[src/design/alr_pkg.sv]
// Shared constants, types and the helper function of the antialiased line rasterizer.
package alr_pkg;

    localparam int COORD_BITS    = 13;
    localparam int FRAC_BITS     = 16;
    localparam int LEVELS        = 256;
    localparam int LEVEL_BITS    = $clog2(LEVELS);
    localparam int INT_BITS      = 8;
    localparam int VAL_BITS      = 8;
    localparam int CFG_BITS      = 13;
    localparam int CFG_RESET     = 4096;
    localparam int ADDR_BITS     = 3;
    localparam int CW            = COORD_BITS + 1;
    localparam int ACC_BITS      = FRAC_BITS + CW;
    localparam int DIVIDEND_BITS = COORD_BITS + FRAC_BITS;
    localparam int CNT_BITS      = $clog2(DIVIDEND_BITS);

    localparam logic REG_WIDTH  = 1'b0;
    localparam logic REG_HEIGHT = 1'b1;

    typedef logic signed [COORD_BITS-1:0] t_coord;
    typedef logic signed [CW-1:0]         t_wcoord;
    typedef logic signed [ACC_BITS-1:0]   t_acc;

    typedef enum logic [1:0] {
        ACT_LOAD  = 2'd0,
        ACT_START = 2'd1,
        ACT_STEP  = 2'd2
    } t_action;

    typedef enum logic [3:0] {
        ST_IDLE,
        ST_SETUP,
        ST_DIV_GO,
        ST_DIV_WAIT,
        ST_PREP,
        ST_EP0,
        ST_EP1,
        ST_RD_LO,
        ST_RD_HI,
        ST_OUT0,
        ST_OUT1
    } t_state;

    typedef enum logic [1:0] {
        OUT_EP0,
        OUT_EP1,
        OUT_ST0,
        OUT_ST1
    } t_out_sel;

    typedef enum logic [1:0] {
        RD_INT,
        RD_LO,
        RD_HI
    } t_rd_sel;

    typedef struct packed {
        logic     tab_wr;
        logic     latch_start;
        logic     setup;
        logic     div_start;
        logic     prep;
        logic     mem_rd;
        t_rd_sel  rd_sel;
        logic     hold_lo;
        logic     out_load;
        t_out_sel out_sel;
        logic     step_adv;
    } t_cmd;

    typedef struct packed {
        logic active;
        logic div_done;
        logic out_free;
    } t_status;

    // True when the pixel lies inside the image; the full coordinate is tested.
    function automatic logic in_image(t_wcoord px, t_wcoord py,
                                      logic [CFG_BITS-1:0] w, logic [CFG_BITS-1:0] h);
        logic signed [CW:0] xs;
        logic signed [CW:0] ys;
        logic signed [CW:0] ws;
        logic signed [CW:0] hs;
        xs = (CW+1)'(px);
        ys = (CW+1)'(py);
        ws = $signed((CW+1)'(w));
        hs = $signed((CW+1)'(h));
        return (xs >= 0) && (ys >= 0) && (xs < ws) && (ys < hs);
    endfunction

endpackage

[src/design/alr_in_if.sv]
// Input channel of the rasterizer: command words with valid/ready handshake.
interface alr_in_if;
    logic                           valid;
    logic                           ready;
    logic [1:0]                     action;
    alr_pkg::t_coord                x_start;
    alr_pkg::t_coord                y_start;
    alr_pkg::t_coord                x_end;
    alr_pkg::t_coord                y_end;
    logic [alr_pkg::INT_BITS-1:0]   intensity;
    logic [alr_pkg::LEVEL_BITS-1:0] table_index;
    logic [alr_pkg::VAL_BITS-1:0]   table_value;

    modport source (
        output valid, action, x_start, y_start, x_end, y_end,
               intensity, table_index, table_value,
        input  ready
    );
    modport sink (
        input  valid, action, x_start, y_start, x_end, y_end,
               intensity, table_index, table_value,
        output ready
    );
endinterface

[src/design/alr_out_if.sv]
// Output channel of the rasterizer: pixel words with valid/ready handshake.
interface alr_out_if;
    logic                         valid;
    logic                         ready;
    alr_pkg::t_coord              pixel_x;
    alr_pkg::t_coord              pixel_y;
    logic [alr_pkg::VAL_BITS-1:0] pixel_value;
    logic                         write_enable;
    logic                         last;

    modport source (
        output valid, pixel_x, pixel_y, pixel_value, write_enable, last,
        input  ready
    );
    modport sink (
        input  valid, pixel_x, pixel_y, pixel_value, write_enable, last,
        output ready
    );
endinterface

[src/design/alr_div.sv]
// Restoring unsigned divider, one quotient bit per cycle.
module alr_div (
    input  logic                                i_clk,
    input  logic                                i_rst_n,
    input  logic                                i_start,
    input  logic [alr_pkg::DIVIDEND_BITS-1:0]   i_dividend,
    input  logic [alr_pkg::COORD_BITS-1:0]      i_divisor,
    output logic                                o_done,
    output logic [alr_pkg::DIVIDEND_BITS-1:0]   o_quotient
);
    import alr_pkg::*;

    logic                     r_busy;
    logic                     r_done;
    logic [CNT_BITS-1:0]      r_cnt;
    logic [COORD_BITS-1:0]    r_rem;
    logic [COORD_BITS-1:0]    r_div;
    logic [DIVIDEND_BITS-1:0] r_quo;
    logic [COORD_BITS:0]      trial;
    logic [COORD_BITS:0]      diff;
    logic                     ge;

    always_comb begin
        trial = {r_rem, r_quo[DIVIDEND_BITS-1]};
        diff  = trial - {1'b0, r_div};
        ge    = trial >= {1'b0, r_div};
    end

    always_ff @(posedge i_clk) begin
        if (!i_rst_n) begin
            r_busy <= 1'b0;
            r_done <= 1'b0;
            r_cnt  <= '0;
        end else begin
            r_done <= 1'b0;
            if (i_start) begin
                r_busy <= 1'b1;
                r_cnt  <= '0;
            end else if (r_busy) begin
                r_cnt <= r_cnt + 1'b1;
                if (r_cnt == CNT_BITS'(DIVIDEND_BITS - 1)) begin
                    r_busy <= 1'b0;
                    r_done <= 1'b1;
                end
            end
        end
    end

    // The dividend shifts out of the top of the quotient register as quotient bits enter.
    always_ff @(posedge i_clk) begin
        if (i_start) begin
            r_rem <= '0;
            r_div <= i_divisor;
            r_quo <= i_dividend;
        end else if (r_busy) begin
            r_rem <= ge ? diff[COORD_BITS-1:0] : trial[COORD_BITS-1:0];
            r_quo <= {r_quo[DIVIDEND_BITS-2:0], ge};
        end
    end

    assign o_done     = r_done;
    assign o_quotient = r_quo;
endmodule

[src/design/alr_ctrl.sv]
// Sequencer of the rasterizer: accepts commands and steps the datapath.
module alr_ctrl (
    input  logic             i_clk,
    input  logic             i_rst_n,
    input  logic             i_valid,
    input  logic [1:0]       i_action,
    output logic             o_ready,
    input  alr_pkg::t_status i_status,
    output alr_pkg::t_cmd    o_cmd
);
    import alr_pkg::*;

    t_state  r_state;
    t_state  n_state;
    t_action action;

    assign action = t_action'(i_action);

    always_ff @(posedge i_clk) begin
        if (!i_rst_n) begin
            r_state <= ST_IDLE;
        end else begin
            r_state <= n_state;
        end
    end

    always_comb begin
        n_state = r_state;
        unique case (r_state)
            ST_IDLE: begin
                if (i_valid) begin
                    unique case (action)
                        ACT_START: n_state = ST_SETUP;
                        ACT_STEP:  n_state = i_status.active ? ST_RD_LO : ST_IDLE;
                        default:   n_state = ST_IDLE;
                    endcase
                end
            end
            ST_SETUP:    n_state = ST_DIV_GO;
            ST_DIV_GO:   n_state = ST_DIV_WAIT;
            ST_DIV_WAIT: n_state = i_status.div_done ? ST_PREP : ST_DIV_WAIT;
            ST_PREP:     n_state = ST_EP0;
            ST_EP0:      n_state = i_status.out_free ? ST_EP1 : ST_EP0;
            ST_EP1:      n_state = i_status.out_free ? ST_IDLE : ST_EP1;
            ST_RD_LO:    n_state = ST_RD_HI;
            ST_RD_HI:    n_state = ST_OUT0;
            ST_OUT0:     n_state = i_status.out_free ? ST_OUT1 : ST_OUT0;
            ST_OUT1:     n_state = i_status.out_free ? ST_IDLE : ST_OUT1;
            default:     n_state = ST_IDLE;
        endcase
    end

    always_comb begin
        o_cmd   = '0;
        o_ready = 1'b0;
        unique case (r_state)
            ST_IDLE: begin
                o_ready = 1'b1;
                if (i_valid) begin
                    unique case (action)
                        ACT_LOAD:  o_cmd.tab_wr      = 1'b1;
                        ACT_START: o_cmd.latch_start = 1'b1;
                        default:   o_cmd.tab_wr      = 1'b0;
                    endcase
                end
            end
            ST_SETUP:    o_cmd.setup     = 1'b1;
            ST_DIV_GO:   o_cmd.div_start = 1'b1;
            ST_DIV_WAIT: o_cmd.div_start = 1'b0;
            ST_PREP: begin
                o_cmd.prep   = 1'b1;
                o_cmd.mem_rd = 1'b1;
                o_cmd.rd_sel = RD_INT;
            end
            ST_EP0: begin
                o_cmd.out_sel  = OUT_EP0;
                o_cmd.out_load = i_status.out_free;
            end
            ST_EP1: begin
                o_cmd.out_sel  = OUT_EP1;
                o_cmd.out_load = i_status.out_free;
            end
            ST_RD_LO: begin
                o_cmd.mem_rd = 1'b1;
                o_cmd.rd_sel = RD_LO;
            end
            ST_RD_HI: begin
                o_cmd.mem_rd  = 1'b1;
                o_cmd.rd_sel  = RD_HI;
                o_cmd.hold_lo = 1'b1;
            end
            ST_OUT0: begin
                o_cmd.out_sel  = OUT_ST0;
                o_cmd.out_load = i_status.out_free;
            end
            ST_OUT1: begin
                o_cmd.out_sel  = OUT_ST1;
                o_cmd.out_load = i_status.out_free;
                o_cmd.step_adv = i_status.out_free;
            end
            default: o_ready = 1'b0;
        endcase
    end
endmodule

[src/design/alr_dp.sv]
// Datapath of the rasterizer: endpoint setup, slope, accumulator, gamma table, output word.
module alr_dp (
    input  logic                            i_clk,
    input  logic                            i_rst_n,
    input  alr_pkg::t_cmd                   i_cmd,
    output alr_pkg::t_status                o_status,
    input  alr_pkg::t_coord                 i_x_start,
    input  alr_pkg::t_coord                 i_y_start,
    input  alr_pkg::t_coord                 i_x_end,
    input  alr_pkg::t_coord                 i_y_end,
    input  logic [alr_pkg::INT_BITS-1:0]    i_intensity,
    input  logic [alr_pkg::LEVEL_BITS-1:0]  i_table_index,
    input  logic [alr_pkg::VAL_BITS-1:0]    i_table_value,
    input  logic [alr_pkg::CFG_BITS-1:0]    i_width,
    input  logic [alr_pkg::CFG_BITS-1:0]    i_height,
    input  logic                            i_out_ready,
    output logic                            o_out_valid,
    output alr_pkg::t_coord                 o_pixel_x,
    output alr_pkg::t_coord                 o_pixel_y,
    output logic [alr_pkg::VAL_BITS-1:0]    o_pixel_value,
    output logic                            o_write_enable,
    output logic                            o_last
);
    import alr_pkg::*;

    // Raw endpoints of the start word.
    t_coord                r_ax, r_ay, r_bx, r_by;
    logic [INT_BITS-1:0]   r_int;
    // Endpoints ordered along the major axis.
    t_wcoord               r_m0, r_n0, r_m1, r_n1;
    logic [COORD_BITS-1:0] r_dx;
    t_wcoord               r_dy;
    logic                  r_steep;
    // Line walk state.
    t_acc                  r_slope;
    t_acc                  r_acc;
    t_wcoord               r_col;
    t_wcoord               r_end;
    logic                  r_active;
    // Gamma table and its read port.
    logic [VAL_BITS-1:0]   r_gamma [LEVELS];
    logic [VAL_BITS-1:0]   r_rdata;
    logic [VAL_BITS-1:0]   r_lo_val;
    // Output register.
    logic                  r_out_valid;
    t_coord                r_px, r_py;
    logic [VAL_BITS-1:0]   r_val;
    logic                  r_we;
    logic                  r_last;

    t_wcoord ax, ay, bx, by, dxs, dys, adx, ady;
    t_wcoord m0, n0, m1, n1;
    logic    steep;
    t_wcoord ady_abs;
    logic [DIVIDEND_BITS-1:0] dividend;
    logic [DIVIDEND_BITS-1:0] quotient;
    logic                     div_done;
    t_acc    slope_val;
    t_acc    slope_mag;
    t_wcoord row, row1, col1;
    logic [FRAC_BITS-1:0]        frac;
    logic [FRAC_BITS:0]          wlo;
    logic [INT_BITS+FRAC_BITS:0] prod_lo;
    logic [INT_BITS+FRAC_BITS:0] prod_hi;
    logic [LEVEL_BITS-1:0]       lvl_lo, lvl_hi, rd_addr;
    logic    out_free;
    t_wcoord sel_x, sel_y;
    logic [VAL_BITS-1:0] sel_val;
    logic    sel_last;

    // Steepness test and endpoint ordering.
    always_comb begin
        ax  = CW'(r_ax);
        ay  = CW'(r_ay);
        bx  = CW'(r_bx);
        by  = CW'(r_by);
        dxs = bx - ax;
        dys = by - ay;
        adx = dxs[CW-1] ? -dxs : dxs;
        ady = dys[CW-1] ? -dys : dys;
        steep = ady > adx;
        if (steep) begin
            m0 = ay; n0 = ax; m1 = by; n1 = bx;
        end else begin
            m0 = ax; n0 = ay; m1 = bx; n1 = by;
        end
        if (m0 > m1) begin
            {m0, m1} = {m1, m0};
            {n0, n1} = {n1, n0};
        end
    end

    always_comb begin
        ady_abs   = r_dy[CW-1] ? -r_dy : r_dy;
        dividend  = {ady_abs[COORD_BITS-1:0], {FRAC_BITS{1'b0}}};
        slope_mag = ACC_BITS'(quotient);
        if (r_dx == '0) begin
            slope_val = ACC_BITS'(1) <<< FRAC_BITS;
        end else begin
            slope_val = r_dy[CW-1] ? -slope_mag : slope_mag;
        end
    end

    alr_div u_div (
        .i_clk      (i_clk),
        .i_rst_n    (i_rst_n),
        .i_start    (i_cmd.div_start),
        .i_dividend (dividend),
        .i_divisor  (r_dx),
        .o_done     (div_done),
        .o_quotient (quotient)
    );

    // Row, coverage weights and the levels they select.
    always_comb begin
        row     = r_acc[ACC_BITS-1 -: CW];
        row1    = row + CW'(1);
        col1    = r_col + CW'(1);
        frac    = r_acc[FRAC_BITS-1:0];
        wlo     = (FRAC_BITS+1)'(1) << FRAC_BITS;
        wlo     = wlo - (FRAC_BITS+1)'(frac);
        prod_lo = (INT_BITS+FRAC_BITS+1)'(r_int) * (INT_BITS+FRAC_BITS+1)'(wlo);
        prod_hi = (INT_BITS+FRAC_BITS+1)'(r_int) * (INT_BITS+FRAC_BITS+1)'(frac);
        lvl_lo  = prod_lo[FRAC_BITS +: LEVEL_BITS];
        lvl_hi  = prod_hi[FRAC_BITS +: LEVEL_BITS];
        case (i_cmd.rd_sel)
            RD_LO:   rd_addr = lvl_lo;
            RD_HI:   rd_addr = lvl_hi;
            default: rd_addr = LEVEL_BITS'(r_int);
        endcase
    end

    always_ff @(posedge i_clk) begin
        if (i_cmd.tab_wr) begin
            r_gamma[i_table_index] <= i_table_value;
        end
        if (i_cmd.mem_rd) begin
            r_rdata <= r_gamma[rd_addr];
        end
        if (i_cmd.hold_lo) begin
            r_lo_val <= r_rdata;
        end
    end

    always_ff @(posedge i_clk) begin
        if (i_cmd.latch_start) begin
            r_ax  <= i_x_start;
            r_ay  <= i_y_start;
            r_bx  <= i_x_end;
            r_by  <= i_y_end;
            r_int <= i_intensity;
        end
        if (i_cmd.setup) begin
            r_m0    <= m0;
            r_n0    <= n0;
            r_m1    <= m1;
            r_n1    <= n1;
            r_dx    <= COORD_BITS'(m1 - m0);
            r_dy    <= n1 - n0;
            r_steep <= steep;
        end
        if (i_cmd.prep) begin
            r_slope <= slope_val;
            r_acc   <= {r_n0, {FRAC_BITS{1'b0}}} + slope_val;
            r_col   <= r_m0 + CW'(1);
            r_end   <= r_m1;
        end else if (i_cmd.step_adv) begin
            r_acc <= r_acc + r_slope;
            r_col <= col1;
        end
    end

    always_ff @(posedge i_clk) begin
        if (!i_rst_n) begin
            r_active <= 1'b0;
        end else if (i_cmd.prep) begin
            r_active <= (r_m0 + CW'(1)) < r_m1;
        end else if (i_cmd.step_adv) begin
            r_active <= col1 < r_end;
        end
    end

    // Pixel word selection.
    always_comb begin
        case (i_cmd.out_sel)
            OUT_EP0: begin
                sel_x    = r_steep ? r_n0 : r_m0;
                sel_y    = r_steep ? r_m0 : r_n0;
                sel_val  = r_rdata;
                sel_last = 1'b0;
            end
            OUT_EP1: begin
                sel_x    = r_steep ? r_n1 : r_m1;
                sel_y    = r_steep ? r_m1 : r_n1;
                sel_val  = r_rdata;
                sel_last = !r_active;
            end
            OUT_ST0: begin
                sel_x    = r_steep ? row : r_col;
                sel_y    = r_steep ? r_col : row;
                sel_val  = r_lo_val;
                sel_last = 1'b0;
            end
            default: begin
                sel_x    = r_steep ? row1 : r_col;
                sel_y    = r_steep ? r_col : row1;
                sel_val  = r_rdata;
                sel_last = !(col1 < r_end);
            end
        endcase
    end

    assign out_free = !r_out_valid || i_out_ready;

    always_ff @(posedge i_clk) begin
        if (!i_rst_n) begin
            r_out_valid <= 1'b0;
        end else if (i_cmd.out_load) begin
            r_out_valid <= 1'b1;
        end else if (i_out_ready) begin
            r_out_valid <= 1'b0;
        end
    end

    always_ff @(posedge i_clk) begin
        if (i_cmd.out_load) begin
            r_px   <= sel_x[COORD_BITS-1:0];
            r_py   <= sel_y[COORD_BITS-1:0];
            r_val  <= sel_val;
            r_we   <= in_image(sel_x, sel_y, i_width, i_height);
            r_last <= sel_last;
        end
    end

    assign o_status.active   = r_active;
    assign o_status.div_done = div_done;
    assign o_status.out_free = out_free;

    assign o_out_valid    = r_out_valid;
    assign o_pixel_x      = r_px;
    assign o_pixel_y      = r_py;
    assign o_pixel_value  = r_val;
    assign o_write_enable = r_we;
    assign o_last         = r_last;
endmodule

[src/design/antialiased_line_rasterizer_core.sv]
// Top level of the antialiased line rasterizer: register port, sequencer and datapath.
//
// Wu-style antialiased line drawer. A load word (action 0) writes one entry of the
// 256-entry gamma table and produces nothing. A start word (action 1) orders the
// endpoints, runs a restoring divider for the slope, then sends the two endpoint
// pixels at full coverage; an output stall can hold it up. A step word (action 2)
// looks up the two coverage levels one after the other in the single-port gamma
// table and sends the two pixels through one output register; an output stall can
// hold it up too. One word is worked on at a time; the input is ready only between
// words. Steps while no line is active and action 3 are taken and dropped.
// image_width and image_height sit at byte addresses 0 and 4; the user must write
// them only while the block is idle, as the block itself does not enforce this.
module antialiased_line_rasterizer_core (
    input  logic                            i_clk,
    input  logic                            i_rst_n,
    alr_in_if.sink                          i_line,
    alr_out_if.source                       o_pixel,
    input  logic                            psel,
    input  logic                            penable,
    input  logic                            pwrite,
    input  logic [alr_pkg::ADDR_BITS-1:0]   paddr,
    input  logic [31:0]                     pwdata,
    output logic [31:0]                     prdata,
    output logic                            pready
);
    import alr_pkg::*;

    logic [CFG_BITS-1:0] r_width;
    logic [CFG_BITS-1:0] r_height;
    logic                cfg_wr;
    t_cmd                cmd;
    t_status             status;
    logic                ready;

    assign pready = 1'b1;
    assign cfg_wr = psel && penable && pwrite;

    always_ff @(posedge i_clk) begin
        if (!i_rst_n) begin
            r_width  <= CFG_BITS'(CFG_RESET);
            r_height <= CFG_BITS'(CFG_RESET);
        end else if (cfg_wr) begin
            unique case (paddr[2])
                REG_WIDTH:  r_width  <= pwdata[CFG_BITS-1:0];
                REG_HEIGHT: r_height <= pwdata[CFG_BITS-1:0];
                default:    r_width  <= r_width;
            endcase
        end
    end

    always_comb begin
        unique case (paddr[2])
            REG_WIDTH:  prdata = 32'(r_width);
            REG_HEIGHT: prdata = 32'(r_height);
            default:    prdata = '0;
        endcase
    end

    alr_ctrl u_ctrl (
        .i_clk    (i_clk),
        .i_rst_n  (i_rst_n),
        .i_valid  (i_line.valid),
        .i_action (i_line.action),
        .o_ready  (ready),
        .i_status (status),
        .o_cmd    (cmd)
    );

    assign i_line.ready = ready;

    alr_dp u_dp (
        .i_clk          (i_clk),
        .i_rst_n        (i_rst_n),
        .i_cmd          (cmd),
        .o_status       (status),
        .i_x_start      (i_line.x_start),
        .i_y_start      (i_line.y_start),
        .i_x_end        (i_line.x_end),
        .i_y_end        (i_line.y_end),
        .i_intensity    (i_line.intensity),
        .i_table_index  (i_line.table_index),
        .i_table_value  (i_line.table_value),
        .i_width        (r_width),
        .i_height       (r_height),
        .i_out_ready    (o_pixel.ready),
        .o_out_valid    (o_pixel.valid),
        .o_pixel_x      (o_pixel.pixel_x),
        .o_pixel_y      (o_pixel.pixel_y),
        .o_pixel_value  (o_pixel.pixel_value),
        .o_write_enable (o_pixel.write_enable),
        .o_last         (o_pixel.last)
    );
endmodule

[src/flat_wrapper.sv]
// flat-port wrapper written by rule: the top's interface ports become plain ports
module antialiased_line_rasterizer_core_flat import alr_pkg::*;
  (i_clk, i_rst_n, psel, penable, pwrite, paddr, pwdata, prdata, pready, i_line_valid, i_line_action, i_line_x_start, i_line_y_start, i_line_x_end, i_line_y_end, i_line_intensity, i_line_table_index, i_line_table_value, i_line_ready, o_pixel_valid, o_pixel_pixel_x, o_pixel_pixel_y, o_pixel_pixel_value, o_pixel_write_enable, o_pixel_last, o_pixel_ready);
  alr_in_if i_line_i ();
  alr_out_if o_pixel_i ();
  input  logic i_clk;
  input  logic i_rst_n;
  input  logic psel;
  input  logic penable;
  input  logic pwrite;
  input  logic [alr_pkg::ADDR_BITS-1:0] paddr;
  input  logic [31:0] pwdata;
  output logic [31:0] prdata;
  output logic pready;
  input wire logic [$bits(i_line_i.valid)-1:0] i_line_valid;
  input wire logic [$bits(i_line_i.action)-1:0] i_line_action;
  input wire logic [$bits(i_line_i.x_start)-1:0] i_line_x_start;
  input wire logic [$bits(i_line_i.y_start)-1:0] i_line_y_start;
  input wire logic [$bits(i_line_i.x_end)-1:0] i_line_x_end;
  input wire logic [$bits(i_line_i.y_end)-1:0] i_line_y_end;
  input wire logic [$bits(i_line_i.intensity)-1:0] i_line_intensity;
  input wire logic [$bits(i_line_i.table_index)-1:0] i_line_table_index;
  input wire logic [$bits(i_line_i.table_value)-1:0] i_line_table_value;
  output wire logic [$bits(i_line_i.ready)-1:0] i_line_ready;
  output wire logic [$bits(o_pixel_i.valid)-1:0] o_pixel_valid;
  output wire logic [$bits(o_pixel_i.pixel_x)-1:0] o_pixel_pixel_x;
  output wire logic [$bits(o_pixel_i.pixel_y)-1:0] o_pixel_pixel_y;
  output wire logic [$bits(o_pixel_i.pixel_value)-1:0] o_pixel_pixel_value;
  output wire logic [$bits(o_pixel_i.write_enable)-1:0] o_pixel_write_enable;
  output wire logic [$bits(o_pixel_i.last)-1:0] o_pixel_last;
  input wire logic [$bits(o_pixel_i.ready)-1:0] o_pixel_ready;
  assign i_line_i.valid = i_line_valid;
  assign i_line_i.action = i_line_action;
  assign i_line_i.x_start = i_line_x_start;
  assign i_line_i.y_start = i_line_y_start;
  assign i_line_i.x_end = i_line_x_end;
  assign i_line_i.y_end = i_line_y_end;
  assign i_line_i.intensity = i_line_intensity;
  assign i_line_i.table_index = i_line_table_index;
  assign i_line_i.table_value = i_line_table_value;
  assign i_line_ready = i_line_i.ready;
  assign o_pixel_valid = o_pixel_i.valid;
  assign o_pixel_pixel_x = o_pixel_i.pixel_x;
  assign o_pixel_pixel_y = o_pixel_i.pixel_y;
  assign o_pixel_pixel_value = o_pixel_i.pixel_value;
  assign o_pixel_write_enable = o_pixel_i.write_enable;
  assign o_pixel_last = o_pixel_i.last;
  assign o_pixel_i.ready = o_pixel_ready;
  antialiased_line_rasterizer_core u_core (.i_clk(i_clk), .i_rst_n(i_rst_n), .i_line(i_line_i), .o_pixel(o_pixel_i), .psel(psel), .penable(penable), .pwrite(pwrite), .paddr(paddr), .pwdata(pwdata), .prdata(prdata), .pready(pready));
endmodule
[config.mk]
export PLATFORM = sky130hd
export DESIGN_NAME = antialiased_line_rasterizer_core_flat
export DESIGN_NICKNAME = d
export VERILOG_FILES = /design/src/design/alr_pkg.sv /design/src/design/alr_in_if.sv /design/src/design/alr_out_if.sv /design/src/design/alr_div.sv /design/src/design/alr_ctrl.sv /design/src/design/alr_dp.sv /design/src/design/antialiased_line_rasterizer_core.sv /design/src/flat_wrapper.sv
export SDC_FILE = /design/constraint.sdc
export NUM_CORES = 2
export LEC_CHECK = 0
export BUFFER_PORTS_ARGS = -buffer_cell sky130_fd_sc_hd__buf_2
export CORE_MARGIN = 2
export CORE_UTILIZATION = 45
export DETAILED_ROUTE_END_ITERATION = 8
export SETUP_SLACK_MARGIN = 0.02
export SLEW_MARGIN = 20
export SYNTH_ARGS = -nofsm -noshare
export SYNTH_HDL_FRONTEND = slang
export SYNTH_SLANG_ARGS = --single-unit
[constraint.sdc]
create_clock -name i_clk -period 10.15 [get_ports i_clk]
set_input_delay 1.015 -clock i_clk [delete_from_list [all_inputs] [get_ports i_clk]]
set_output_delay 1.015 -clock i_clk [all_outputs]
set_load 0.01 [all_outputs]
==> metrics.csv <==
stage,metric,value,unit
synth,fraction of the yosys area taken by sequential cells,63.1,%
route,count of vias placed by the detailed router,78300,
synth,Simple-Gate Fraction of Synth Area,14.2,%
power,worst supply voltage drop on vdd,0.138,mV
critical_path,library cell contributing the largest single delay on the critical path,and2_4,
sta,number of slew-limit violations in the final report,0,
clocking,post-cts hold buffer count,0,
sta,final period demand of the worst path,9.74,ns
route,antenna-violating nets left,0,
clocking,total clock buffers created by CTS,270,
critical_path,critical path endpoint category,register,
clocking,CTS H-Tree Depth,5,
grt,pin count of the biggest net entering global routing,126,
placement,pre-CTS setup slack,0.0526,ns
placement,final weighted congestion of routability-driven global placement,0.902,
final_layout,fin area,129000,um2
clocking,Clock Sinks,2421,
synth,proportion of synthesized area in mux cells,3.71,%
synth,Synth async-reset ratio,0,%
final_layout,signed area change from the synthesized netlist to the final layout,13.1,%
clocking,buffer type at the clock tree root,clkbuf_16,
grt,total routing usage reported by global routing,25.3,%
synth,Seq cells post-synth,2421,
synth,Syn Area/Cell,11.9,um2
sta,min setup slack post-route,0.409,ns
grt,number of global-route vias before repair,74600,
placement,Inst Count DP,12900,
die,chip width,508,um
critical_path,required time of the critical path,10.77,ns
grt,remaining global-route overflow,0,
grt,first-pass GRT wire length,490000,um
critical_path,biggest cell delay along the critical path,0.64,ns
final_layout,ratio of cells with drive above 1 in the final layout,10.5,%
synth,area of the mapped netlist,114000,um2
sta,total count of hold-check failures in the final report,0,
power,Overall Power,24.4,mW
critical_path,arrival time of the worst setup path,10.36,ns
synth,post-synthesis cell type count,95,
critical_path,critical path peak fanout,31,
worst_hold_path,type of the most critical hold path,input port to register,
final_layout,number of non-filler instances in the completed layout,13400,
die,die height,508,um
final_layout,"commonest non-fill, non-tap cells in the layout","edfxtp_1 (2353), nand2_1 (1889), nand3_1 (761)",
sta,Final Skew,0.0757,ns
clocking,Max Buffers Root-to-Sink,4,
synth,number of enable-type register cells in the synthesized netlist,2353,
run,Max-cap violations,0,
placement,PortBufs,149,
route,total length of routed wires,335000,um
die,full die area,258000,um2
route,number of remaining DRC errors,0,
final_layout,number of fill cells,21800,
synth,post-synthesis instance total,9580,
sta,setup repair after global routing missed its margin,yes,
sta,Slew headroom,22.1,%
clocking,Clock transition at path regs,0.07,ns
die,number of standard-cell rows in the floorplan,184,
placement,post-detailed-placement half-perimeter wirelength,217000,um
critical_path,critical path startpoint category,register,
synth,fraction of synthesized cell area in xor and xnor cells,1.65,%
synth,main combinational cell family by area after synthesis,simple AND/OR/NAND/NOR gates,
sta,Final Setup Violations,0,
synth,area fraction in compound gates after synthesis,8.11,%
sta,final worst hold slack,0.365,ns
route,average wire per standard cell,25.0,um
critical_path,Setup CP Type,register to register,
route,vias per cell,5.85,
die,number of top-level design ports,191,
route,number of DRC markers in iteration 0,8596,
synth,"post-synthesis share of cell area spent on full adders, half adders and majority gates",5.96,%
die,floorplan core area,252000,um2
synth,count of warnings emitted by yosys,0,
power,static leakage,46.2,nW
grt,antenna violations before repair,16,
die,Starting Density,45.3,%
clocking,clock tree from TritonCTS,built,
power,Power Dens Cells,189,nW/um2
placement,Placement Cell Area,120000,um2
final_layout,number of nets at the end of the flow,10400,
sta,worst slew pin tran,1.16,ns
outcome,status,"finished, final reports clean",
sta,final clock period utilization by the worst path,96.0,%
final_layout,"most common cell after layout, fill and taps aside",edfxtp_1,
critical_path,Critical Path Most Common Cell,fa_1,
clocking,Skew-Pair Late Insertion Delay,0.87,ns
route,number of iterations in the first detailed-routing pass,8,
synth,dominant register cell in the synthesized netlist,edfxtp_1,
sta,achievable frequency,103,MHz
==> worst paths after layout <==
path / from / end / slack, ns / cells past startpoint
setup / recovery: u_core.u_dp.r_acc[0]$_DFFE_PP_ / u_core.u_dp.r_rdata[3]$_DFFE_PN_ / 0.41 / 32
hold / removal: i_line_y_start[4] / u_core.u_dp.r_ay[4]$_DFFE_PP_ / 0.37 / 1
setup reg to reg: u_core.u_dp.r_acc[0]$_DFFE_PP_ / u_core.u_dp.r_rdata[3]$_DFFE_PN_ / 0.41 / 32
hold reg to reg: u_core.u_dp.r_dx[3]$_DFFE_PP_ / u_core.u_dp.u_div.r_div[3]$_DFFE_PP_ / 0.44 / 0
==> where the power goes <==
| group | leakage [nW] | switching (mW) | internal (mW) |
|---|---|---|---|
| combinational | 20.4 | 2.38 | 1.35 |
| sequential | 21.7 | 0.0768 | 11.2 |
| clock | 4.08 | 3.99 | 5.46 |
| total | 46.2 | 6.45 | 18.0 |
==> synthesized netlist by cell type (all sizes together) (26+ instances only) <==
cell     instances  area, um2
o21ai          265       1330
nor4            33        236
nand4           38        238
clkbuf         336       1260
o22ai           72        450
mux4            38        856
a32oi           52        455
o31ai           56        425
nor2           562       2120
nand2         1892       7100
nor3            65        330
and3            44        275
mux2i          309       3110
a211oi          61        473
o311ai          26        235
buf            243       1150
nand3          761       3810
dfxtp           68       1360
xnor2          108        946
o21a            39        293
a21o            43        323
edfxtp        2353      70700
fa             177       3540
xor2           104        911
a31oi           64        407
o211ai          61        468
nand2b          38        238
inv            358       1340
o2111ai         33        289
nor2b           48        300
ha             254       3180
and2           168       1050
a21oi          543       2730
==> flip-flops by register name (all words and copies together) (netlist names), 14 cells and up <==
register                      cells
u_core.u_dp.r_gamma            2048
u_core.u_dp.r_slope              30
u_core.u_dp.r_acc                30
u_core.u_dp.u_div.o_quotient     29
u_core.u_dp.r_dy                 14
u_core.u_dp.r_col                14
==> repair_timing <==
item                       in CTS  in global routing
setup buffers                   0                 14
pin swaps                       0                 12
cloned                          0                  4
resized for setup               1                 34
setup endpoints to repair       1                 16
==> area by class of cell <==
cell class,count,area (um2),share of cell area [%]
flip-flops and latches,2421,72000,55.8
inverters,359,1350,1.05
clock buffers,341,7220,5.59
diodes,6,15.0,0.0116
repair buffers,534,4350,3.37
clock inverters,130,1160,0.899
well taps,3348,4190,3.24
multi-input cells,6241,38800,30.0
==> stage by stage <==
| stage | setup TNS [ns] | utilization, % |
|---|---|---|
| 5_1_grt | -0.0763 | 51.3 |
| 2_1_floorplan | 0 | - |
| 6_report | 0 | 51.3 |
| 4_1_cts | 0 | 51.1 |
| 3_3_place_gp | 0 | 47.8 |
| 3_5_place_dp | 0 | 47.8 |
==> cell families (layout without fill, tap and decap cells) <==
kind of cell | after synthesis | in the layout
AOI/OAI and AO/OA | 1474 | 1475
xor gates and xnor gates | 213 | 213
adders and majority gates | 439 | 439
buffers and inverters | 938 | 1364
DFF | 2421 | 2421
muxes | 371 | 371
other | 2 | 26
and+or+nand+nor | 3722 | 3723
==> worst max-delay path: cells and delay by family, from the launching register on <==
| kind | cells | cell delay [ns] |
|---|---|---|
| AOI/OAI and AO/OA | 11 | 3.13 |
| adders and majority gates | 6 | 2.56 |
| and+or+nand+nor | 6 | 1.59 |
| buffers and inverters | 7 | 1.34 |
| DFF | 1 | 0.38 |
| xor gates and xnor gates | 1 | 0.32 |
| muxes | 1 | 0.10 |
==> metal layers <==
layer / wire length (um) / GRT usage [%]
met5: 98 / 0
met4: 11800 / 8.38
met2: 154000 / 40.0
met1: 140000 / 35.5
met3: 29100 / 4.34
Note: power is estimated with default switching activity, not from simulation.
